**src/psrc_pkg.sv**
```systemverilog
// types, constants and crc function shared by the packet reassembly block
`timescale 1ns / 1ps
package psrc_pkg;

	localparam int POS_W = 5;
	localparam int NUM_W = 5;
	localparam int FRAME_W = 6;
	localparam int CRC_W = 16;

	localparam logic [CRC_W-1:0] CRC_POLY_REFLECTED = 16'h8408;
	localparam logic [CRC_W-1:0] CRC_INIT = 16'hFFFF;
	localparam logic [CRC_W-1:0] CRC_XOROUT = 16'hFFFF;
	localparam logic [CRC_W-1:0] CRC_GOOD = 16'h0F47;
	localparam logic [FRAME_W-1:0] FRAME_MAX = 6'd63;
	localparam int LAST_BIT = 7;

	typedef enum logic [1:0] {
		STATUS_APPENDED = 2'd0,
		STATUS_CRC_GOOD = 2'd1,
		STATUS_CRC_ERROR = 2'd2,
		STATUS_SEQ_ERROR = 2'd3
	} status_t;

	typedef struct packed {
		logic clear_packet;
		logic [7:0] seg_byte;
	} item_t;

	typedef struct packed {
		logic [1:0] status;
		logic [CRC_W-1:0] packet_check;
		logic [NUM_W-1:0] segment_number;
	} result_t;

	function automatic logic [CRC_W-1:0] crc_fold(input logic [CRC_W-1:0] crc,
		input logic [7:0] b);
		logic [CRC_W-1:0] c;
		c = crc ^ {8'h00, b};
		for (int k = 0; k < 8; k++) begin
			if (c[0]) begin
				c = (c >> 1) ^ CRC_POLY_REFLECTED;
			end else begin
				c = c >> 1;
			end
		end
		return c;
	endfunction

endpackage

```
**src/psrc_core.sv**
```systemverilog
// segment state, per-byte crc snapshots and result computation
`timescale 1ns / 1ps
module psrc_core #(
	parameter int SEGMENT_DATA_BYTES = 25
) (
	input  logic clk,
	input  logic arst_n,
	input  logic accept,
	input  psrc_pkg::item_t item,
	output logic res_valid,
	output psrc_pkg::result_t res
);

	localparam int IDX_W = (SEGMENT_DATA_BYTES > 1) ? $clog2(SEGMENT_DATA_BYTES) : 1;
	localparam logic [psrc_pkg::POS_W-1:0] SDB = psrc_pkg::POS_W'(SEGMENT_DATA_BYTES);

	logic [psrc_pkg::CRC_W-1:0] committed_crc_q;
	logic [psrc_pkg::CRC_W-1:0] tentative_crc_q;
	logic [psrc_pkg::CRC_W-1:0] crc_after_byte_q [SEGMENT_DATA_BYTES];
	logic [psrc_pkg::FRAME_W-1:0] expected_frame_q;
	logic [psrc_pkg::POS_W-1:0] byte_position_q;

	logic is_data;
	logic is_last;
	logic [psrc_pkg::NUM_W-1:0] num;
	logic [psrc_pkg::POS_W-1:0] size;
	logic [psrc_pkg::POS_W-1:0] size_m1;
	logic [psrc_pkg::CRC_W-1:0] fold;
	logic [psrc_pkg::CRC_W-1:0] last_crc;
	logic [psrc_pkg::CRC_W-1:0] check;
	logic seq_ok;
	logic [psrc_pkg::CRC_W-1:0] committed_next;

	assign is_data = byte_position_q < SDB;
	assign num = item.seg_byte[6:2];
	assign is_last = item.seg_byte[psrc_pkg::LAST_BIT];
	assign size = (num > SDB) ? SDB : num;
	assign size_m1 = size - psrc_pkg::POS_W'(1);
	assign fold = psrc_pkg::crc_fold(tentative_crc_q, item.seg_byte);
	assign seq_ok = {1'b0, num} == expected_frame_q;

	always_comb begin
		if (size == '0) begin
			last_crc = committed_crc_q;
		end else begin
			last_crc = crc_after_byte_q[size_m1[IDX_W-1:0]];
		end
		check = last_crc ^ psrc_pkg::CRC_XOROUT;
		res.segment_number = num;
		if (is_last) begin
			committed_next = last_crc;
			res.packet_check = check;
			res.status = (check == psrc_pkg::CRC_GOOD) ? psrc_pkg::STATUS_CRC_GOOD
				: psrc_pkg::STATUS_CRC_ERROR;
		end else if (!seq_ok) begin
			committed_next = committed_crc_q;
			res.packet_check = '0;
			res.status = psrc_pkg::STATUS_SEQ_ERROR;
		end else begin
			committed_next = tentative_crc_q;
			res.packet_check = '0;
			res.status = psrc_pkg::STATUS_APPENDED;
		end
	end

	assign res_valid = accept && !item.clear_packet && !is_data;

	always_ff @(posedge clk or negedge arst_n) begin
		if (!arst_n) begin
			committed_crc_q <= psrc_pkg::CRC_INIT;
			tentative_crc_q <= psrc_pkg::CRC_INIT;
			expected_frame_q <= '0;
			byte_position_q <= '0;
		end else if (accept) begin
			if (item.clear_packet) begin
				committed_crc_q <= psrc_pkg::CRC_INIT;
				tentative_crc_q <= psrc_pkg::CRC_INIT;
				expected_frame_q <= '0;
				byte_position_q <= '0;
			end else if (is_data) begin
				tentative_crc_q <= fold;
				byte_position_q <= byte_position_q + psrc_pkg::POS_W'(1);
			end else begin
				committed_crc_q <= committed_next;
				tentative_crc_q <= committed_next;
				byte_position_q <= '0;
				if (!is_last && seq_ok && expected_frame_q != psrc_pkg::FRAME_MAX) begin
					expected_frame_q <= expected_frame_q + psrc_pkg::FRAME_W'(1);
				end
			end
		end
	end

	// snapshots need no reset, each entry is written before it is read
	always_ff @(posedge clk) begin
		if (accept && !item.clear_packet && is_data) begin
			crc_after_byte_q[byte_position_q[IDX_W-1:0]] <= fold;
		end
	end

endmodule

```
**src/psrc_out_reg.sv**
```systemverilog
// result register between the core and the result channel
`timescale 1ns / 1ps
module psrc_out_reg (
	input  logic clk,
	input  logic arst_n,
	input  logic res_valid,
	input  psrc_pkg::result_t res,
	output logic load_ok,
	output logic result_valid,
	input  logic result_ready,
	output psrc_pkg::result_t result
);

	logic valid_q;
	psrc_pkg::result_t data_q;

	assign load_ok = !valid_q || result_ready;
	assign result_valid = valid_q;
	assign result = data_q;

	always_ff @(posedge clk or negedge arst_n) begin
		if (!arst_n) begin
			valid_q <= 1'b0;
		end else if (load_ok) begin
			valid_q <= res_valid;
		end
	end

	always_ff @(posedge clk) begin
		if (load_ok && res_valid) begin
			data_q <= res;
		end
	end

endmodule

```
**src/packet_segment_reassembly_crc_check.sv**
```systemverilog
// top level of segment reassembly with crc-16 x.25 packet check
//
//   channel   direction  payload              handshake
//   item      in         psrc_pkg::item_t     item_valid / item_ready
//   result    out        psrc_pkg::result_t   result_valid / result_ready
//
// one byte per cycle while item_ready is high; a control byte gives its result in the cycle after it is taken
// state updates in the cycle of the request, the result sits in one output register
// item_ready is low only while a result is held and result_ready is low
// arst_n clears crc state to 0xffff, frame counter and byte position to zero
`timescale 1ns / 1ps
module packet_segment_reassembly_crc_check #(
	parameter int SEGMENT_DATA_BYTES = 25
) (
	input  logic clk,
	input  logic arst_n,
	input  logic item_valid,
	output logic item_ready,
	input  psrc_pkg::item_t item,
	output logic result_valid,
	input  logic result_ready,
	output psrc_pkg::result_t result
);

	logic accept;
	logic res_valid;
	psrc_pkg::result_t res;

	assign accept = item_valid && item_ready;

	psrc_core #(
		.SEGMENT_DATA_BYTES(SEGMENT_DATA_BYTES)
	) u_core (
		.clk(clk),
		.arst_n(arst_n),
		.accept(accept),
		.item(item),
		.res_valid(res_valid),
		.res(res)
	);

	psrc_out_reg u_out (
		.clk(clk),
		.arst_n(arst_n),
		.res_valid(res_valid),
		.res(res),
		.load_ok(item_ready),
		.result_valid(result_valid),
		.result_ready(result_ready),
		.result(result)
	);

endmodule

```
**config.mk**
```make
export PLATFORM = sky130hd
export DESIGN_NAME = packet_segment_reassembly_crc_check
export DESIGN_NICKNAME = d
export VERILOG_FILES = /design/src/psrc_pkg.sv /design/src/psrc_core.sv /design/src/psrc_out_reg.sv /design/src/packet_segment_reassembly_crc_check.sv
export SDC_FILE = /design/constraint.sdc
export NUM_CORES = 1
export LEC_CHECK = 0
export BUFFER_PORTS_ARGS = -buffer_cell sky130_fd_sc_hd__buf_2
export CAP_MARGIN = 20
export CORE_MARGIN = 10
export CORE_UTILIZATION = 55
export CTS_CLUSTER_SIZE = 30
export DETAILED_ROUTE_END_ITERATION = 8
export PLACE_DENSITY = 0.69
export SKIP_LAST_GASP = 1
export SLEW_MARGIN = 10
export SYNTH_ARGS = -nofsm -noshare
export SYNTH_HDL_FRONTEND = slang
export SYNTH_HIERARCHICAL = 1
export SYNTH_SLANG_ARGS = --single-unit
```
**constraint.sdc**
```tcl
create_clock -name clk -period 4.1 [get_ports clk]
set_clock_uncertainty 0.15 [all_clocks]
set_input_delay 0.82 -clock clk [delete_from_list [all_inputs] [get_ports clk]]
set_output_delay 0.82 -clock clk [all_outputs]
set_load 0.01 [all_outputs]
```
==> run summary, run 1 <==
Die ar. - 43,970 um^2
leak pwr - 8.603 nW
H-tree levels - 2
Port Buffers - 37
fin crit share - 0.9775
fillcell total - 2,575
CTS Buf Count - 47
RSZ-0062 raised after global routing - no
commonest cells after routing, fill and taps aside - edfxtp_1, buf_4, nand2_1
io pins - 38
crit path cell chain - buf_2 -> or3_1 -> o21ai_4 -> buf_12 -> nand2_1 -> a32o_1 -> nor4_1 -> o2111ai_1 -> or4_1 -> or4_1 -> a21boi_1
highest clock rate - 249.5 MHz
Max stage delay cell, worst path - or4_1
Synth Net Count - 1,470
Layout Utilization - 0.6679
ANT nets after route - 0
critical path's top delay family - simple AND/OR/NAND/NOR gates
area growth from synthesis to layout - 20.05%
most common cell after layout, fill and taps aside - edfxtp_1
die height - 209.7 um
required time worst endpoint - 4.25 ns
peak per-stage delay on the critical path - 0.64 ns
Slew @ Worst Pin - 0.8914 ns
CTS max path bufs - 3
Max transition margin - 0.4022
status - complete, no violations
Worst Path Max Fanout - 30
largest net degree at the start of global routing - 45
Most common cell on crit path - or4_1
HP Class - flip-flop to flip-flop
Total Power - 14.36 mW
Slew Limit Fails - 0
initial antenna violation count - 0
vias in the first global route - 13,941
Rows - 69
Routed WL - 60,400 um
gr ovfl total - 0
Final #Nets - 1,711
post-DP HPWL - 40,810 um
FF+latch area - 13,840 um^2
Worst-Skew Late Latency - 0.56 ns
Avg Synthesized Cell Area - 13.63 um^2
Crit. End Element - flip-flop
WL/cell - 27.58 um
Most used DFF post-synth - edfxtp_1
power per cell area - 604.3 nW/um^2
initial core utilization - 0.5564
Post-synth EDFFs - 423
distinct cell type count after synthesis - 79
final hold violations - 0
Post-Synthesis Cells - 1,452
Final setup viols - 0
first-pass GRT wire length - 89,470 um
DR vias - 13,994
Seq/Total Area, Yosys - 0.6995
Critical Path Start Type - primary input
buffers and inverters on the worst path - 2
mapped cell area - 19,790 um^2
Worst EP arrival - 4.16 ns
Syn. warnings - 6
multi-input logic area - 5590 um^2
Worst VDD drop - 585.7 uV
core area - 35,570 um^2
Max-Cap Viols - 0
CTS sink cnt - 467
drt via density - 6.390
CTS tree - built
post-synthesis async set-or-reset flop share - 0.09422
Placer Congestion - 0.9641
DR pass1 iterations - 7
Worst-path clk slew - 0.06 ns
min Tclk post-route - 4.008 ns
Initial DRC Count - 1,714
die span in x - 209.7 um
#FFs+latches synth - 467
root buffer cell - clkbuf_16
# DRC - 0
layout cells sized above 1 - 0.2685
global-route usage over all layers - 0.2701
Crit Path Category - primary input to flip-flop
==> cells by family after synthesis <==
kind of cell,share of synthesized area
xor+xnor,0.01416
mux,0.04603
compound gates,0.1142
simple gates,0.09692
buf+inv,0.02598
fa+ha+maj,0.003161
flops,0.6995
==> Yosys cell counts, types with 10 or more instances <==
cell	n	area, um^2
a211oi_1	11	82.58
a21oi_1	62	310.3
a221oi_1	13	113.9
a222oi_1	12	120.1
a22oi_1	14	105.1
a31oi_1	23	143.9
buf_2	24	120.1
buf_4	12	90.09
clkbuf_1	43	161.4
dfrtp_1	12	300.3
dfstp_2	32	840.8
edfxtp_1	423	12700
inv_1	18	67.56
mux2_2	35	394.1
mux2i_1	37	370.4
nand2_1	195	732.0
nand3_1	32	160.2
nand4_1	13	81.33
nor2_1	86	322.8
nor2b_1	11	68.82
nor3_1	27	135.1
o21a_1	11	82.58
o21ai_0	85	425.4
o22a_1	10	87.58
o22ai_1	14	87.58
xnor2_1	20	175.2
xor2_1	12	105.1
==> worst reg2reg max path: cells and delay by family (launching register included) <==
kind	cells	cell delay [ns]
DFF	1	0.33
and+or+nand+nor	4	1.53
AOI/OAI and AO/OA	5	0.96
==> worst paths after layout <==
check                           slack [ns]  depth (start not counted)                         to                       startpoint
worst min-delay path                  0.36                          2  u_core/committed_crc_q[8]        u_core/committed_crc_q[8]
worst max register to register        0.87                          9           u_out/result[22]  u_core/crc_after_byte_q[23][15]
min in group asynchronous             0.53                          2         u_out/result_valid                           arst_n
worst max-delay path                  0.09                         11           u_out/result[22]                          item[3]
max in group asynchronous             2.71                          3  u_core/tentative_crc_q[2]                           arst_n
worst min register to register        0.36                          2  u_core/committed_crc_q[8]        u_core/committed_crc_q[8]
==> routing by layer <==
layer	GRT usage	up-vias	wire length, um	part of all wire
met1	0.3631	6916	23020	0.38
met2	0.4235	892	28100	0.47
met3	0.05256	159	6750	0.11
li1	-	6027	-	-
met5	0	-	0	0
met4	0.1124	0	2533	0.042
==> registers in the layout (all words and copies together), names as in the netlist <==
register	cells
u_core/expected_frame_q	6
u_core/committed_crc_q	16
u_core/byte_position_q	5
u_out/result_valid	1
u_core/crc_after_byte_q	400
u_out/result	23
u_core/tentative_crc_q	16
==> final cells by class <==
class | instances | area share
flip-flops and latches | 467 | 0.5827
well taps | 461 | 0.02428
diodes | 1 | 0.0001053
clock inverters | 25 | 0.01053
repair buffers | 283 | 0.09106
multi-input cells | 876 | 0.2353
clock buffers | 59 | 0.05319
inverters | 18 | 0.002844
==> report_power, final <==
group / internal [mW] / switching (mW)
Sequential: 6.75 / 0.126
Combinational: 0.877 / 2.35
Clock: 2.49 / 1.76
Total: 10.1 / 4.24
==> stage by stage <==
stage | cells | hold slack [ns] | setup WS [ns] | instance area (um^2) | TNS (ns)
after floorplan | 1452 | 0.3139 | 0.01202 | 19840 | 0
after global placement | 2101 | 0.3514 | -0.4771 | 22190 | -1.947
after detailed placement | 2102 | 0.3540 | -0.4561 | 22190 | -0.7771
after CTS | 2186 | 0.3211 | 0.1229 | 23700 | 0
after global routing | 2189 | 0.4033 | 0.05545 | 23760 | 0
final | 2190 | 0.3612 | 0.09227 | 23760 | 0
==> repair_timing <==
action,CTS,global route
setup endpoints to repair,0,1
resized for setup,0,1
setup buffers,0,0
hold buffers,0,1
hold endpoints to repair,0,1
(Power assumes the default switching activity.)
==> inputs of run 2 (changes only) <==
--- a/config.mk
+++ b/config.mk
@@ -11,7 +11,7 @@
 export CORE_UTILIZATION = 55
 export CTS_CLUSTER_SIZE = 30
 export DETAILED_ROUTE_END_ITERATION = 8
-export PLACE_DENSITY = 0.69
+export PLACE_DENSITY = 0.71
 export SKIP_LAST_GASP = 1
 export SLEW_MARGIN = 10
 export SYNTH_ARGS = -nofsm -noshare
==> run 2 against run 1 <==
- core utilization grew 0.081 points
- die area is the same
- combinational power grew 2%
- worst setup slack gained 0.011 ns
- hold slack lost 0.11 ns
- cell count grew 0.23%
- routed wire length grew 4.4%
- clock-buffer cell count shrank 6
- sequential power is essentially flat
- first-iteration DRC count grew 23%
- global-route usage grew 1.3 points
- critical path type unchanged
==> run summary, run 2 (synthesis results as in run 1) <==
fillcell total - 2,504 (-2.8%)
Slew Limit Fails - 0 (unchanged)
Placer Congestion - 0.9733 (+0.95%)
Placed Instance Area - 22,300 um^2 (+0.50%)
Place WS - -0.4103 ns (+0.04575 ns)
ANT nets after route - 0 (unchanged)
Slew @ Worst Pin - 1.111 ns (+0.2195 ns)
fin crit share - 0.9749 (-0.002597)
Worst VDD drop - 516.9 uV (-12%)
Sequential Power Share - 0.480 (about the same)
status - complete, no violations
CTS max path bufs - 3 (unchanged)
R2R Path Start - u_core/crc_after_byte_q[15][9]
most common cell after layout, fill and taps aside - edfxtp_1
Die ar. - 43,970 um^2 (unchanged)
post-DP HPWL - 43,380 um (+6.3%)
initial core utilization - 0.5564 (unchanged)
Worst EP arrival - 4.16 ns (about the same)
CTS sink cnt - 467 (unchanged)
Critical Path Start Type - primary input
Final setup viols - 0 (unchanged)
end point of the critical path - u_out/result[22]
min Tclk post-route - 3.997 ns (-0.01065 ns)
Max transition margin - 0.2403 (-0.1619)
area growth from synthesis to layout - 20.19%
global-route usage over all layers - 0.2830 (+0.01295)
power per cell area - 602.3 nW/um^2 (-0.32%)
worst setup path start - item[3]
die span in x - 209.7 um (unchanged)
Initial DRC Count - 2,111 (+23%)
final hold violations - 0 (unchanged)
part of the power in combinational logic - 0.231 (+0.006)
number of post-CTS setup repair buffers - 0 (unchanged)
Antenna diodes - 0 (-1)
Final #Nets - 1,717 (+0.35%)
Net Switching - 4.325 mW (+1.9%)
FF-to-FF End - u_core/tentative_crc_q[9]
CTS tree - built
R2R setup slack - 0.82 ns (-0.05 ns)
Crit Path Category - primary input to flip-flop
clock power share - 0.289 (-0.007)
die height - 209.7 um (unchanged)
multi-input logic area - 5583 um^2 (-0.13%)
Routed WL - 63,050 um (+4.4%)
layout cells sized above 1 - 0.2682 (-0.0003524)
Total Power - 14.33 mW (-0.20%)
H-tree levels - 2 (unchanged)
commonest cells after routing, fill and taps aside - edfxtp_1, buf_4, nand2_1
FF+latch area - 13,840 um^2 (unchanged)
RSZ-0062 raised after global routing - no
worst r2r path cells - 11 (+2)
# DRC - 0 (unchanged)
Worst-Skew Late Latency - 0.58 ns (+0.02 ns)
initial antenna violation count - 2 (+2)
required time worst endpoint - 4.26 ns (about the same)
gr ovfl total - 0 (unchanged)
design area - 23,790 um^2 (+0.12%)
largest net degree at the start of global routing - 45 (unchanged)
io pins - 38 (unchanged)
WL/cell - 28.72 um (+4.1%)
Rows - 69 (unchanged)
switch share - 0.3019 (+0.006341)
setup slack after layout - 0.1029 ns (+0.01065 ns)
DR pass1 iterations - 8 (+1)
Crit. End Element - flip-flop
Int Pwr - 10.00 mW (-1.1%)
core area - 35,570 um^2 (unchanged)
Post-Place Cells - 2,111 (+0.43%)
root buffer cell - clkbuf_16
CTS Hold Bufs - 0 (unchanged)
Gates resized, CTS repair - 0 (unchanged)
vias in the first global route - 13,950 (+0.065%)
Layout Cells excl Fill - 2,195 (+0.23%)
first-pass GRT wire length - 92,900 um (+3.8%)
CTS Buf Count - 46 (-2.1%)
drt via density - 6.494 (+1.6%)
Worst Path Max Fanout - 27 (-10%)
leak pwr - 8.627 nW (+0.28%)
HP Class - primary input to async pin
Port Buffers - 37 (unchanged)
Worst-path clk slew - 0.06 ns (about the same)
max FFs per register - 400 (unchanged)
DR vias - 14,254 (+1.9%)
highest clock rate - 250.2 MHz (+0.27%)
Layout Utilization - 0.6687 (+0.0008090)
Max-Cap Viols - 0 (unchanged)
-- run 2: cell types whose count changed in the layout (fill, tap and decap cells not counted), moves of 2 or more --
| cell | delta |
|---|---|
| buf_4 | +6 |
| nor2_1 | +5 |
| nor2_2 | -5 |
| clkinv_1 | +4 |
| buf_12 | +3 |
| clkbuf_1 | -3 |
| clkbuf_16 | -3 |
| clkinv_2 | -2 |
| inv_6 | +2 |
-- run 2: per-stage QoR --
step	hold WS (ns)	setup TNS, ns
after global routing	0.2716	0
final	0.2526	0
after detailed placement	0.3337	-1.751
after global placement	0.3290	-1.572
after CTS	0.3044	0
after floorplan	0.3139	0
-- run 2: layout make-up --
cell class / instances / share of cell area
flip-flops and latches: 467 / 0.5820
well taps: 461 / 0.02425
clock buffers: 53 / 0.04950
multi-input cells: 876 / 0.2347
repair buffers: 290 / 0.09463
clock inverters: 30 / 0.01210
inverters: 18 / 0.002840
-- run 2: worst max-delay path, cell delays in order --
cell       delay (ns)
buf_2            0.17
or3_1            0.46
o21ai_4          0.22
buf_12           0.26
nand2_1          0.10
a32o_1           0.28
nor4_1           0.26
o2111ai_1        0.23
or4_1            0.63
or4_1            0.54
a21boi_1         0.14
-- run 2: layer usage --
layer	routed length, um	GRT usage
met2	28860	0.4394
met1	24000	0.3883
met5	22	0
met3	7258	0.04826
met4	2905	0.1193
-- run 2: power by group through the flow --
stage / Combinational [mW] / Clock [mW] / Sequential (mW)
4_1_cts: 3.22 / 4.17 / 6.88
2_1_floorplan: 1.48 / 0 / 6.96
3_5_place_dp: 3.21 / 0 / 6.97
3_3_place_gp: 3.08 / 0 / 6.97
5_1_grt: 3.47 / 4.37 / 6.90
6_report: 3.30 / 4.14 / 6.88
-- run 2: worst min-delay path by stage --
| stage | endpoint | startpoint |
|---|---|---|
| 5_1_grt | u_core/tentative_crc_q[15] | arst_n |
| 3_3_place_gp | u_core/committed_crc_q[14] | u_core/committed_crc_q[14] |
| 2_1_floorplan | u_core/committed_crc_q[11] | u_core/committed_crc_q[11] |
| 4_1_cts | u_out/result_valid | arst_n |
| 3_5_place_dp | u_core/committed_crc_q[14] | u_core/committed_crc_q[14] |
| 6_report | u_core/tentative_crc_q[15] | arst_n |
